File: src/rtl/brb_pkg.sv
// Shared types, constants and helper functions of the byte ring buffer.
// No dependencies; every other file of the block but assert_macros.svh uses it.
`default_nettype none

package brb_pkg;

  localparam int DEPTH = 256;
  localparam int PTR_W = $clog2(DEPTH);
  localparam int CNT_W = PTR_W + 1;
  localparam logic [CNT_W-1:0] DEPTH_C = CNT_W'(DEPTH);

  localparam logic [2:0] OP_PUSH      = 3'd0;
  localparam logic [2:0] OP_POP       = 3'd1;
  localparam logic [2:0] OP_ADV_WRITE = 3'd2;
  localparam logic [2:0] OP_ADV_READ  = 3'd3;
  localparam logic [2:0] OP_STEP_BACK = 3'd4;
  localparam logic [2:0] OP_CLEAR     = 3'd5;

  // One result on its way from the control stage to the output register.
  typedef struct packed {
    logic [CNT_W-1:0] moved;
    logic             last;
    logic             is_pop;
    logic [CNT_W-1:0] level;
    logic [PTR_W-1:0] rpos;
    logic [PTR_W-1:0] wpos;
  } stage_t;

  // Request to the single-port ring memory.
  typedef struct packed {
    logic             we;
    logic             re;
    logic [PTR_W-1:0] addr;
    logic [7:0]       wdata;
  } ram_req_t;

  function automatic logic [CNT_W-1:0] min_cnt(input logic [CNT_W-1:0] a,
                                               input logic [CNT_W-1:0] b);
    return (a < b) ? a : b;
  endfunction

  // Clamp the capacity register to 1..DEPTH.
  function automatic logic [CNT_W-1:0] eff_cap(input logic [CNT_W-1:0] c);
    logic [CNT_W-1:0] r;
    r = c;
    if (c == '0) r = CNT_W'(1);
    else if (c > DEPTH_C) r = DEPTH_C;
    return r;
  endfunction

  // Position plus a count, wrapped once at the ring end.
  function automatic logic [PTR_W-1:0] wrap_add(input logic [PTR_W-1:0] pos,
                                                input logic [CNT_W-1:0] n,
                                                input logic [CNT_W-1:0] cap);
    logic [CNT_W:0] s;
    s = {2'b00, pos} + {1'b0, n};
    if (s >= {1'b0, cap}) s = s - {1'b0, cap};
    return s[PTR_W-1:0];
  endfunction

endpackage

`default_nettype wire

File: src/rtl/brb_ifs.sv
// Handshake interfaces of the byte ring buffer: input items, results and
// the capacity write channel. Depends on brb_pkg for field widths.
`default_nettype none

interface brb_item_if;
  logic                    valid;
  logic                    ready;
  logic [2:0]              op;
  logic [7:0]              data_byte;
  logic [brb_pkg::CNT_W-1:0] amount;

  modport source (output valid, output op, output data_byte, output amount,
                  input ready);
  modport sink (input valid, input op, input data_byte, input amount,
                output ready);
endinterface

interface brb_result_if;
  logic                    valid;
  logic                    ready;
  logic [brb_pkg::CNT_W-1:0] moved;
  logic [7:0]              out_byte;
  logic                    last;
  logic [brb_pkg::CNT_W-1:0] level;
  logic [brb_pkg::CNT_W-1:0] read_run;
  logic [brb_pkg::CNT_W-1:0] write_run;

  modport source (output valid, output moved, output out_byte, output last,
                  output level, output read_run, output write_run,
                  input ready);
  modport sink (input valid, input moved, input out_byte, input last,
                input level, input read_run, input write_run,
                output ready);
endinterface

interface brb_cfg_if;
  logic                    valid;
  logic                    ready;
  logic [brb_pkg::CNT_W-1:0] capacity;

  modport source (output valid, output capacity, input ready);
  modport sink (input valid, input capacity, output ready);
endinterface

`default_nettype wire

File: src/rtl/brb_ram.sv
// Single-port ring memory with a registered read port.
// Depends on brb_pkg for depth, address width and the request type.
`default_nettype none

module brb_ram (
  input  wire               clk,
  input  brb_pkg::ram_req_t req,
  output logic [7:0]        rdata
);
  import brb_pkg::*;

  logic [7:0] mem [DEPTH];

  // Read data holds whenever no read is issued, so an undelivered byte
  // can wait here until the output register is free.
  always_ff @(posedge clk) begin
    if (req.we) begin
      mem[req.addr] <= req.wdata;
    end
    if (req.re) begin
      rdata <= mem[req.addr];
    end
  end

endmodule

`default_nettype wire

File: src/rtl/brb_ctrl.sv
// Pointer, level and burst control of the byte ring buffer.
// Depends on brb_pkg and brb_ifs; drives the ring memory and the stage register.
`default_nettype none

module brb_ctrl #(
  parameter int MAX_BURST = 64
) (
  input  wire                        clk,
  input  wire                        rst,
  brb_item_if.sink                   items,
  brb_cfg_if.sink                    cfg,
  output brb_pkg::ram_req_t          ram_req,
  output logic                       s1_valid,
  output brb_pkg::stage_t            s1,
  input  wire                        s1_load,
  output logic [brb_pkg::CNT_W-1:0]  cap
);
  import brb_pkg::*;

  localparam int BW = $clog2(MAX_BURST + 1);
  localparam logic [CNT_W-1:0] BURST_C = CNT_W'(MAX_BURST);

  logic [PTR_W-1:0] wpos, wpos_next;
  logic [PTR_W-1:0] rpos, rpos_next;
  logic [CNT_W-1:0] level, level_next;
  logic [BW-1:0]    cnt, cnt_next;
  logic             s1_free, busy, accept, burst_issue;
  stage_t           s1_next;

  assign s1_free     = !s1_valid || s1_load;
  assign busy        = (cnt != '0);
  assign items.ready = !busy && s1_free;
  assign accept      = items.valid && items.ready;
  assign burst_issue = busy && s1_free;
  assign cfg.ready   = 1'b1;

  always_comb begin
    logic [CNT_W-1:0] n;
    n            = min_cnt(min_cnt(items.amount, level), BURST_C);
    wpos_next    = wpos;
    rpos_next    = rpos;
    level_next   = level;
    cnt_next     = cnt;
    ram_req.we   = 1'b0;
    ram_req.re   = 1'b0;
    ram_req.addr = rpos;
    ram_req.wdata = items.data_byte;
    s1_next.moved  = '0;
    s1_next.last   = 1'b1;
    s1_next.is_pop = 1'b0;

    if (burst_issue) begin
      ram_req.re     = 1'b1;
      rpos_next      = wrap_add(rpos, CNT_W'(1), cap);
      level_next     = level - CNT_W'(1);
      cnt_next       = cnt - BW'(1);
      s1_next.moved  = CNT_W'(1);
      s1_next.is_pop = 1'b1;
      s1_next.last   = (cnt == BW'(1));
    end else if (accept) begin
      unique case (items.op)
        OP_PUSH: begin
          if (level < cap) begin
            ram_req.we    = 1'b1;
            ram_req.addr  = wpos;
            wpos_next     = wrap_add(wpos, CNT_W'(1), cap);
            level_next    = level + CNT_W'(1);
            s1_next.moved = CNT_W'(1);
          end
        end
        OP_POP: begin
          if (n != '0) begin
            ram_req.re     = 1'b1;
            rpos_next      = wrap_add(rpos, CNT_W'(1), cap);
            level_next     = level - CNT_W'(1);
            cnt_next       = BW'(n - CNT_W'(1));
            s1_next.moved  = CNT_W'(1);
            s1_next.is_pop = 1'b1;
            s1_next.last   = (n == CNT_W'(1));
          end
        end
        OP_ADV_WRITE: begin
          s1_next.moved = min_cnt(items.amount, cap - level);
          wpos_next     = wrap_add(wpos, s1_next.moved, cap);
          level_next    = level + s1_next.moved;
        end
        OP_ADV_READ: begin
          s1_next.moved = min_cnt(items.amount, level);
          rpos_next     = wrap_add(rpos, s1_next.moved, cap);
          level_next    = level - s1_next.moved;
        end
        OP_STEP_BACK: begin
          if (level != '0) begin
            wpos_next     = (wpos == '0) ? PTR_W'(cap - CNT_W'(1)) : wpos - PTR_W'(1);
            level_next    = level - CNT_W'(1);
            s1_next.moved = CNT_W'(1);
          end
        end
        OP_CLEAR: begin
          wpos_next  = '0;
          rpos_next  = '0;
          level_next = '0;
        end
        default: begin
        end
      endcase
    end

    s1_next.level = level_next;
    s1_next.rpos  = rpos_next;
    s1_next.wpos  = wpos_next;
  end

  always_ff @(posedge clk) begin
    if (rst) begin
      wpos     <= '0;
      rpos     <= '0;
      level    <= '0;
      cnt      <= '0;
      cap      <= DEPTH_C;
      s1_valid <= 1'b0;
    end else begin
      wpos  <= wpos_next;
      rpos  <= rpos_next;
      level <= level_next;
      cnt   <= cnt_next;
      if (accept || burst_issue) begin
        s1_valid <= 1'b1;
      end else if (s1_load) begin
        s1_valid <= 1'b0;
      end
      // A capacity write also empties the ring.
      if (cfg.valid && cfg.ready) begin
        cap   <= eff_cap(cfg.capacity);
        wpos  <= '0;
        rpos  <= '0;
        level <= '0;
      end
    end
  end

  always_ff @(posedge clk) begin
    if (accept || burst_issue) begin
      s1 <= s1_next;
    end
  end

endmodule

`default_nettype wire

File: src/rtl/brb_out.sv
// Output register of the byte ring buffer: merges memory read data with the
// staged result and derives the contiguous runs. Depends on brb_pkg, brb_ifs.
`default_nettype none

module brb_out (
  input  wire                        clk,
  input  wire                        rst,
  input  wire                        s1_valid,
  input  brb_pkg::stage_t            s1,
  input  wire  [7:0]                 rdata,
  input  wire  [brb_pkg::CNT_W-1:0]  cap,
  output logic                       s1_load,
  brb_result_if.source               results
);
  import brb_pkg::*;

  logic out_valid;

  assign results.valid = out_valid;
  assign s1_load = s1_valid && (!out_valid || results.ready);

  always_ff @(posedge clk) begin
    if (rst) begin
      out_valid <= 1'b0;
    end else if (s1_load) begin
      out_valid <= 1'b1;
    end else if (results.ready) begin
      out_valid <= 1'b0;
    end
  end

  always_ff @(posedge clk) begin
    if (s1_load) begin
      results.moved     <= s1.moved;
      results.out_byte  <= s1.is_pop ? rdata : 8'd0;
      results.last      <= s1.last;
      results.level     <= s1.level;
      results.read_run  <= min_cnt(cap - {1'b0, s1.rpos}, s1.level);
      results.write_run <= min_cnt(cap - {1'b0, s1.wpos}, cap - s1.level);
    end
  end

endmodule

`default_nettype wire

File: src/rtl/byte_ring_buffer.sv
// Top level of the byte ring buffer: control, ring memory and output register.
// Depends on brb_pkg, brb_ifs, brb_ram, brb_ctrl and brb_out.
//
// Usage: items arrive on the items channel (op, data_byte, amount) and are
// taken when valid and ready are both high. Every item causes one result on
// the results channel, except a pop burst, which causes one result per byte
// delivered (at most MAX_BURST), the final one flagged by last. Each result
// reports the level and the contiguous readable and writable runs.
// A result passes through the staging register and then the output register.
// Throughput: one item per cycle for every operation other than a pop burst,
// while results are taken; a burst makes one memory read per byte through the
// single port of the ring memory, and no new item is taken until the last
// read of the burst has been issued.
// The cfg channel writes the capacity (clamped to 1..256); it also empties
// the ring and must only be used while the block is idle.
// Reset: positions, level and every valid flag clear, capacity returns to
// 256. The memory contents are not cleared, so no clearing pass is needed.
// Stall: the output register holds its result while results.ready is low;
// one further result may wait in the staging register and the memory read
// data, after which items.ready drops until the receiver takes a result.
`default_nettype none

module byte_ring_buffer #(
  parameter int MAX_BURST = 64
) (
  input  wire          clk,
  input  wire          rst,
  brb_item_if.sink     items,
  brb_result_if.source results,
  brb_cfg_if.sink      cfg
);
  import brb_pkg::*;

  ram_req_t         ram_req;
  logic [7:0]       rdata;
  logic             s1_valid;
  stage_t           s1;
  logic             s1_load;
  logic [CNT_W-1:0] cap;

  // Pointer arithmetic and burst sequencing.
  brb_ctrl #(
    .MAX_BURST (MAX_BURST)
  ) u_ctrl (
    .clk      (clk),
    .rst      (rst),
    .items    (items),
    .cfg      (cfg),
    .ram_req  (ram_req),
    .s1_valid (s1_valid),
    .s1       (s1),
    .s1_load  (s1_load),
    .cap      (cap)
  );

  // Ring storage; a push writes and a pop reads, never in the same cycle.
  brb_ram u_ram (
    .clk   (clk),
    .req   (ram_req),
    .rdata (rdata)
  );

  // Result register toward the receiver.
  brb_out u_out (
    .clk      (clk),
    .rst      (rst),
    .s1_valid (s1_valid),
    .s1       (s1),
    .rdata    (rdata),
    .cap      (cap),
    .s1_load  (s1_load),
    .results  (results)
  );

endmodule

`default_nettype wire

File: src/flat_wrapper.sv
// flat-port wrapper written by rule: the top's interface ports become plain ports
module byte_ring_buffer_flat import brb_pkg::*;
#(
  parameter int MAX_BURST = 64
)
  (clk, rst, items_valid, items_op, items_data_byte, items_amount, items_ready, results_valid, results_moved, results_out_byte, results_last, results_level, results_read_run, results_write_run, results_ready, cfg_valid, cfg_capacity, cfg_ready);
  brb_item_if items_i ();
  brb_result_if results_i ();
  brb_cfg_if cfg_i ();
  input  wire clk;
  input  wire rst;
  input wire logic [$bits(items_i.valid)-1:0] items_valid;
  input wire logic [$bits(items_i.op)-1:0] items_op;
  input wire logic [$bits(items_i.data_byte)-1:0] items_data_byte;
  input wire logic [$bits(items_i.amount)-1:0] items_amount;
  output wire logic [$bits(items_i.ready)-1:0] items_ready;
  output wire logic [$bits(results_i.valid)-1:0] results_valid;
  output wire logic [$bits(results_i.moved)-1:0] results_moved;
  output wire logic [$bits(results_i.out_byte)-1:0] results_out_byte;
  output wire logic [$bits(results_i.last)-1:0] results_last;
  output wire logic [$bits(results_i.level)-1:0] results_level;
  output wire logic [$bits(results_i.read_run)-1:0] results_read_run;
  output wire logic [$bits(results_i.write_run)-1:0] results_write_run;
  input wire logic [$bits(results_i.ready)-1:0] results_ready;
  input wire logic [$bits(cfg_i.valid)-1:0] cfg_valid;
  input wire logic [$bits(cfg_i.capacity)-1:0] cfg_capacity;
  output wire logic [$bits(cfg_i.ready)-1:0] cfg_ready;
  assign items_i.valid = items_valid;
  assign items_i.op = items_op;
  assign items_i.data_byte = items_data_byte;
  assign items_i.amount = items_amount;
  assign items_ready = items_i.ready;
  assign results_valid = results_i.valid;
  assign results_moved = results_i.moved;
  assign results_out_byte = results_i.out_byte;
  assign results_last = results_i.last;
  assign results_level = results_i.level;
  assign results_read_run = results_i.read_run;
  assign results_write_run = results_i.write_run;
  assign results_i.ready = results_ready;
  assign cfg_i.valid = cfg_valid;
  assign cfg_i.capacity = cfg_capacity;
  assign cfg_ready = cfg_i.ready;
  byte_ring_buffer #(.MAX_BURST(MAX_BURST)) u_core (.clk(clk), .rst(rst), .items(items_i), .results(results_i), .cfg(cfg_i));
endmodule
File: config.mk
export PLATFORM = sky130hd
export DESIGN_NAME = byte_ring_buffer_flat
export DESIGN_NICKNAME = d
export VERILOG_FILES = /design/src/rtl/brb_pkg.sv /design/src/rtl/brb_ifs.sv /design/src/rtl/brb_ram.sv /design/src/rtl/brb_ctrl.sv /design/src/rtl/brb_out.sv /design/src/rtl/byte_ring_buffer.sv /design/src/flat_wrapper.sv
export SDC_FILE = /design/constraint.sdc
export NUM_CORES = 2
export LEC_CHECK = 0
export BUFFER_PORTS_ARGS = -buffer_cell sky130_fd_sc_hd__clkbuf_2
export CAP_MARGIN = 0
export CORE_MARGIN = 5
export CORE_UTILIZATION = 30
export CTS_CLUSTER_SIZE = 24
export DETAILED_ROUTE_END_ITERATION = 8
export PLACE_DENSITY = 0.48
export SYNTH_ARGS = -nofsm -noshare
export SYNTH_HDL_FRONTEND = slang
export SYNTH_SLANG_ARGS = --single-unit
File: constraint.sdc
create_clock -name clk -period 13.2 [get_ports clk]
set_clock_uncertainty 0.15 [all_clocks]
set_input_delay 0.66 -clock clk [delete_from_list [all_inputs] [get_ports clk]]
set_output_delay 0.66 -clock clk [all_outputs]
set_load 0.02 [all_outputs]
==> impl_metrics.env <==
export IMPL_num_io_pins=82
export IMPL_pwr_density_cell_mw_per_mm2=177
export IMPL_place_area_mm2=0.0969
export IMPL_h_tree_depth=4
export IMPL_final_util_pct=34.3
export IMPL_drive_gt1_share_pct=10.5
export IMPL_clock_sinks=2180
export IMPL_wl_mm=285
export IMPL_cts_buffer_depth=3
export IMPL_insertion_delay_ns=0.87
export IMPL_grt_pass1_wl_mm=401
export IMPL_setup_ws_ns=4.94
export IMPL_ys_types=81
export IMPL_die_h_um=562
export IMPL_ys_async_sr_fraction_pct=0
export IMPL_clk_pin_slew_worst_paths_ns=0.06
export IMPL_final_hold_viol_count=0
export IMPL_synth_edff_count=2137
export IMPL_synth_flop_cell="edfxtp_1"
export IMPL_setup_viol=0
export IMPL_finalPower_mw=18.4
export IMPL_synth_warnings=0
export IMPL_cts_tree="yes"
export IMPL_maxCapViolations=0
export IMPL_portBuffers=80
export IMPL_post_cts_resized=0
export IMPL_stdcell_count=10200
export IMPL_yosysSeqAreaShare_pct=71.1
export IMPL_rsz0062_at_grt="no"
export IMPL_die_area_mm2=0.316
export IMPL_cp_data_required_time_ns=13.65
export IMPL_crit_path_max_incr_delay_ns=0.77
export IMPL_cp_max_fo=16
export IMPL_top_usage_layer="met2"
export IMPL_relSlewSlack_pct=10.4
export IMPL_antenna_found_initial=9
export IMPL_start_util_pct=30.2
export IMPL_ys_ff_latch=2180
export IMPL_grt_overflow_total=0
export IMPL_tightest_slew_ns=1.33
export IMPL_cp_data_arrival_time_ns=8.71
export IMPL_leakagePower_nw=38.7
export IMPL_cp_end_kind="flip-flop"
export IMPL_clockRootBuffer="clkbuf_16"
export IMPL_grt_use_met2_pct=27.4
export IMPL_fp_dieW_um=562
export IMPL_critPathSlowestCell="a2111oi_4"
export IMPL_dpl_hpwl_mm=175
export IMPL_pre_cts_slack_ns=4.96
export IMPL_clock_fmax_mhz=121
export IMPL_status="completed"
export IMPL_start_kind="flip-flop"
export IMPL_drtIter0Drc=5323
export IMPL_hold_class="in2reg"
export IMPL_dp_cells=9766
export IMPL_critPathKind="reg2reg"
export IMPL_rows=202
export IMPL_avgSynthCellArea_um2=15.5
export IMPL_groute_usage_overall_pct=17.4
export IMPL_slew_violations=0
export IMPL_postRouteAntennaNets=0
export IMPL_grt_max_degree=118
export IMPL_fin_area_mm2=0.104
export IMPL_netlist_instances=5885
export IMPL_holdWs_ns=0.0798
export IMPL_peakVddDrop_uv=132
export IMPL_nNetsFinal=6194
export IMPL_synth_cell_area_mm2=0.0915
export IMPL_fin_crit_sh_pct=62.6
export IMPL_grtUsageMet1_pct=25.1
export IMPL_place_congestion=0.871
export IMPL_via_per_inst=5.22
export IMPL_min_period_ns=8.26
export IMPL_synthToLayoutAreaGrowth_pct=13.8
export IMPL_met3_usage_pct=2.33
export IMPL_drt_first_pass_iters=5
export IMPL_cts_made_buffers=219
export IMPL_drcViolationCount=0
export IMPL_num_vias=53200
export IMPL_fin_setup_tns_ns=0
export IMPL_first_global_vias=52600
export IMPL_core_area_mm2=0.303
export IMPL_wire_per_inst_um=28.0
export IMPL_syn_num_nets=6065
path summary, 6_finish.rpt:
kind | startpoint | endpoint | slack [ns] | cells after the start
min reg2reg | u_core.u_ctrl.s1[26]$_DFFE_PP_ | u_core.u_out.results.last$_DFFE_PP_ | 0.27 | 0
max | u_core.u_ctrl.cap[1]$_SDFFE_PP0P_ | u_core.u_ctrl.s1[2]$_DFFE_PP_ | 4.94 | 35
max reg2reg | u_core.u_ctrl.cap[1]$_SDFFE_PP0P_ | u_core.u_ctrl.s1[2]$_DFFE_PP_ | 4.94 | 35
min | cfg_capacity[0] | u_core.u_ctrl.cap[0]$_SDFFE_PP0P_ | 0.08 | 3
power breakdown:
part / total [mW] / switching [mW] / internal, mW
Sequential: 7.96 / 0.143 / 7.82
Combinational: 4.30 / 2.69 / 1.61
Clock: 6.16 / 2.72 / 3.44
cells in the mapped netlist, drive strengths merged, types with 5 or more instances:
| cell type | n | area (um^2) |
|---|---|---|
| a21boi | 8 | 60.1 |
| dfxtp | 43 | 861 |
| o31ai | 14 | 110 |
| clkbuf | 147 | 552 |
| mux2 | 29 | 327 |
| a21o | 29 | 218 |
| a31o | 8 | 70.1 |
| ha | 135 | 1690 |
| nor2b | 22 | 138 |
| o22ai | 583 | 3650 |
| o21bai | 23 | 173 |
| buf | 187 | 1000 |
| nor2 | 391 | 1470 |
| nand3b | 6 | 45.0 |
| or2 | 12 | 75.1 |
| a22oi | 9 | 67.6 |
| and2 | 24 | 150 |
| a2111oi | 6 | 90.1 |
| nand4 | 18 | 113 |
| a21oi | 129 | 649 |
| nand2 | 150 | 563 |
| nor4 | 140 | 876 |
| fa | 11 | 220 |
| a221oi | 5 | 61.3 |
| and3 | 15 | 93.8 |
| a211oi | 16 | 120 |
| xor2 | 26 | 228 |
| edfxtp | 2137 | 64200 |
| or3 | 16 | 105 |
| o211ai | 11 | 82.6 |
| inv | 122 | 458 |
| o21a | 19 | 143 |
| o21ai | 91 | 455 |
| nand2b | 20 | 125 |
| nand3 | 39 | 195 |
| mux2i | 1051 | 10500 |
| nor3 | 50 | 267 |
| a31oi | 23 | 199 |
| xnor2 | 72 | 631 |
per-layer routing:
metal,vias to the layer above,share of wire (%)
met4,2,3.0
met3,395,5.6
met5,-,0.0042
met1,27500,46
li1,23500,-
met2,1755,45
layout by cell type, fill, tap and decap left out, drive strengths merged, types with 24 or more instances in the layout:
cell / n
o21ai: 91
mux2: 29
nand3: 39
inv: 131
a21o: 29
and2: 24
nor4: 140
nor3: 50
nand2: 150
buf: 164
xor2: 26
ha: 135
o22ai: 583
dfxtp: 43
mux2i: 1051
clkinv: 104
edfxtp: 2137
clkbuf: 344
nor2: 391
xnor2: 72
a21oi: 129
cells by family after synthesis:
group / share of synthesized area [%]
other: 0.00410
AND/OR/NAND/NOR: 4.73
buffers and inverters: 2.21
XOR/XNOR: 0.938
multiplexers: 11.9
flip-flops: 71.1
AO/OA/AOI/OAI: 7.08
adder cells (fa/ha/maj): 2.09
repair_timing:
| action | 4_1_cts | 5_1_grt |
|---|---|---|
| endpoints found under the hold margin | 5 | 0 |
| buffers inserted | 0 | 0 |
| hold buffers | 5 | 0 |
cell type report:
| type | instances | area [um^2] |
|---|---|---|
| diodes | 3 | 7.51 |
| clock buffers | 271 | 5770 |
| clock inverters | 139 | 1300 |
| fillers | 29000 | 199000 |
| inverters | 123 | 462 |
| multi-input cells | 3248 | 24700 |
| flip-flops and latches | 2180 | 65000 |
| well taps | 3978 | 4980 |
| repair buffers | 242 | 1860 |
critical path: cells and delay by family (launching register included):
family,cells,cell delay [ns]
AOI/OAI and AO/OA,14,2.45
adders and majority gates,5,1.81
and+or+nand+nor,9,1.39
buffers and inverters,5,1.02
DFF,1,0.76
muxes,1,0.26
xor gates and xnor gates,1,0.15
registers in the layout, summed over array words and instances, names as in the netlist, 9 cells and up:
name                            cells
u_core.u_ram.mem                 2048
u_core.u_ctrl.s1                   36
u_core.u_ctrl.cap                   9
u_core.u_ctrl.level                 9
u_core.u_out.results.level          9
u_core.u_out.results.moved          9
u_core.u_out.results.read_run       9
u_core.u_out.results.write_run      9
Power figures use the tool's default switching activity.
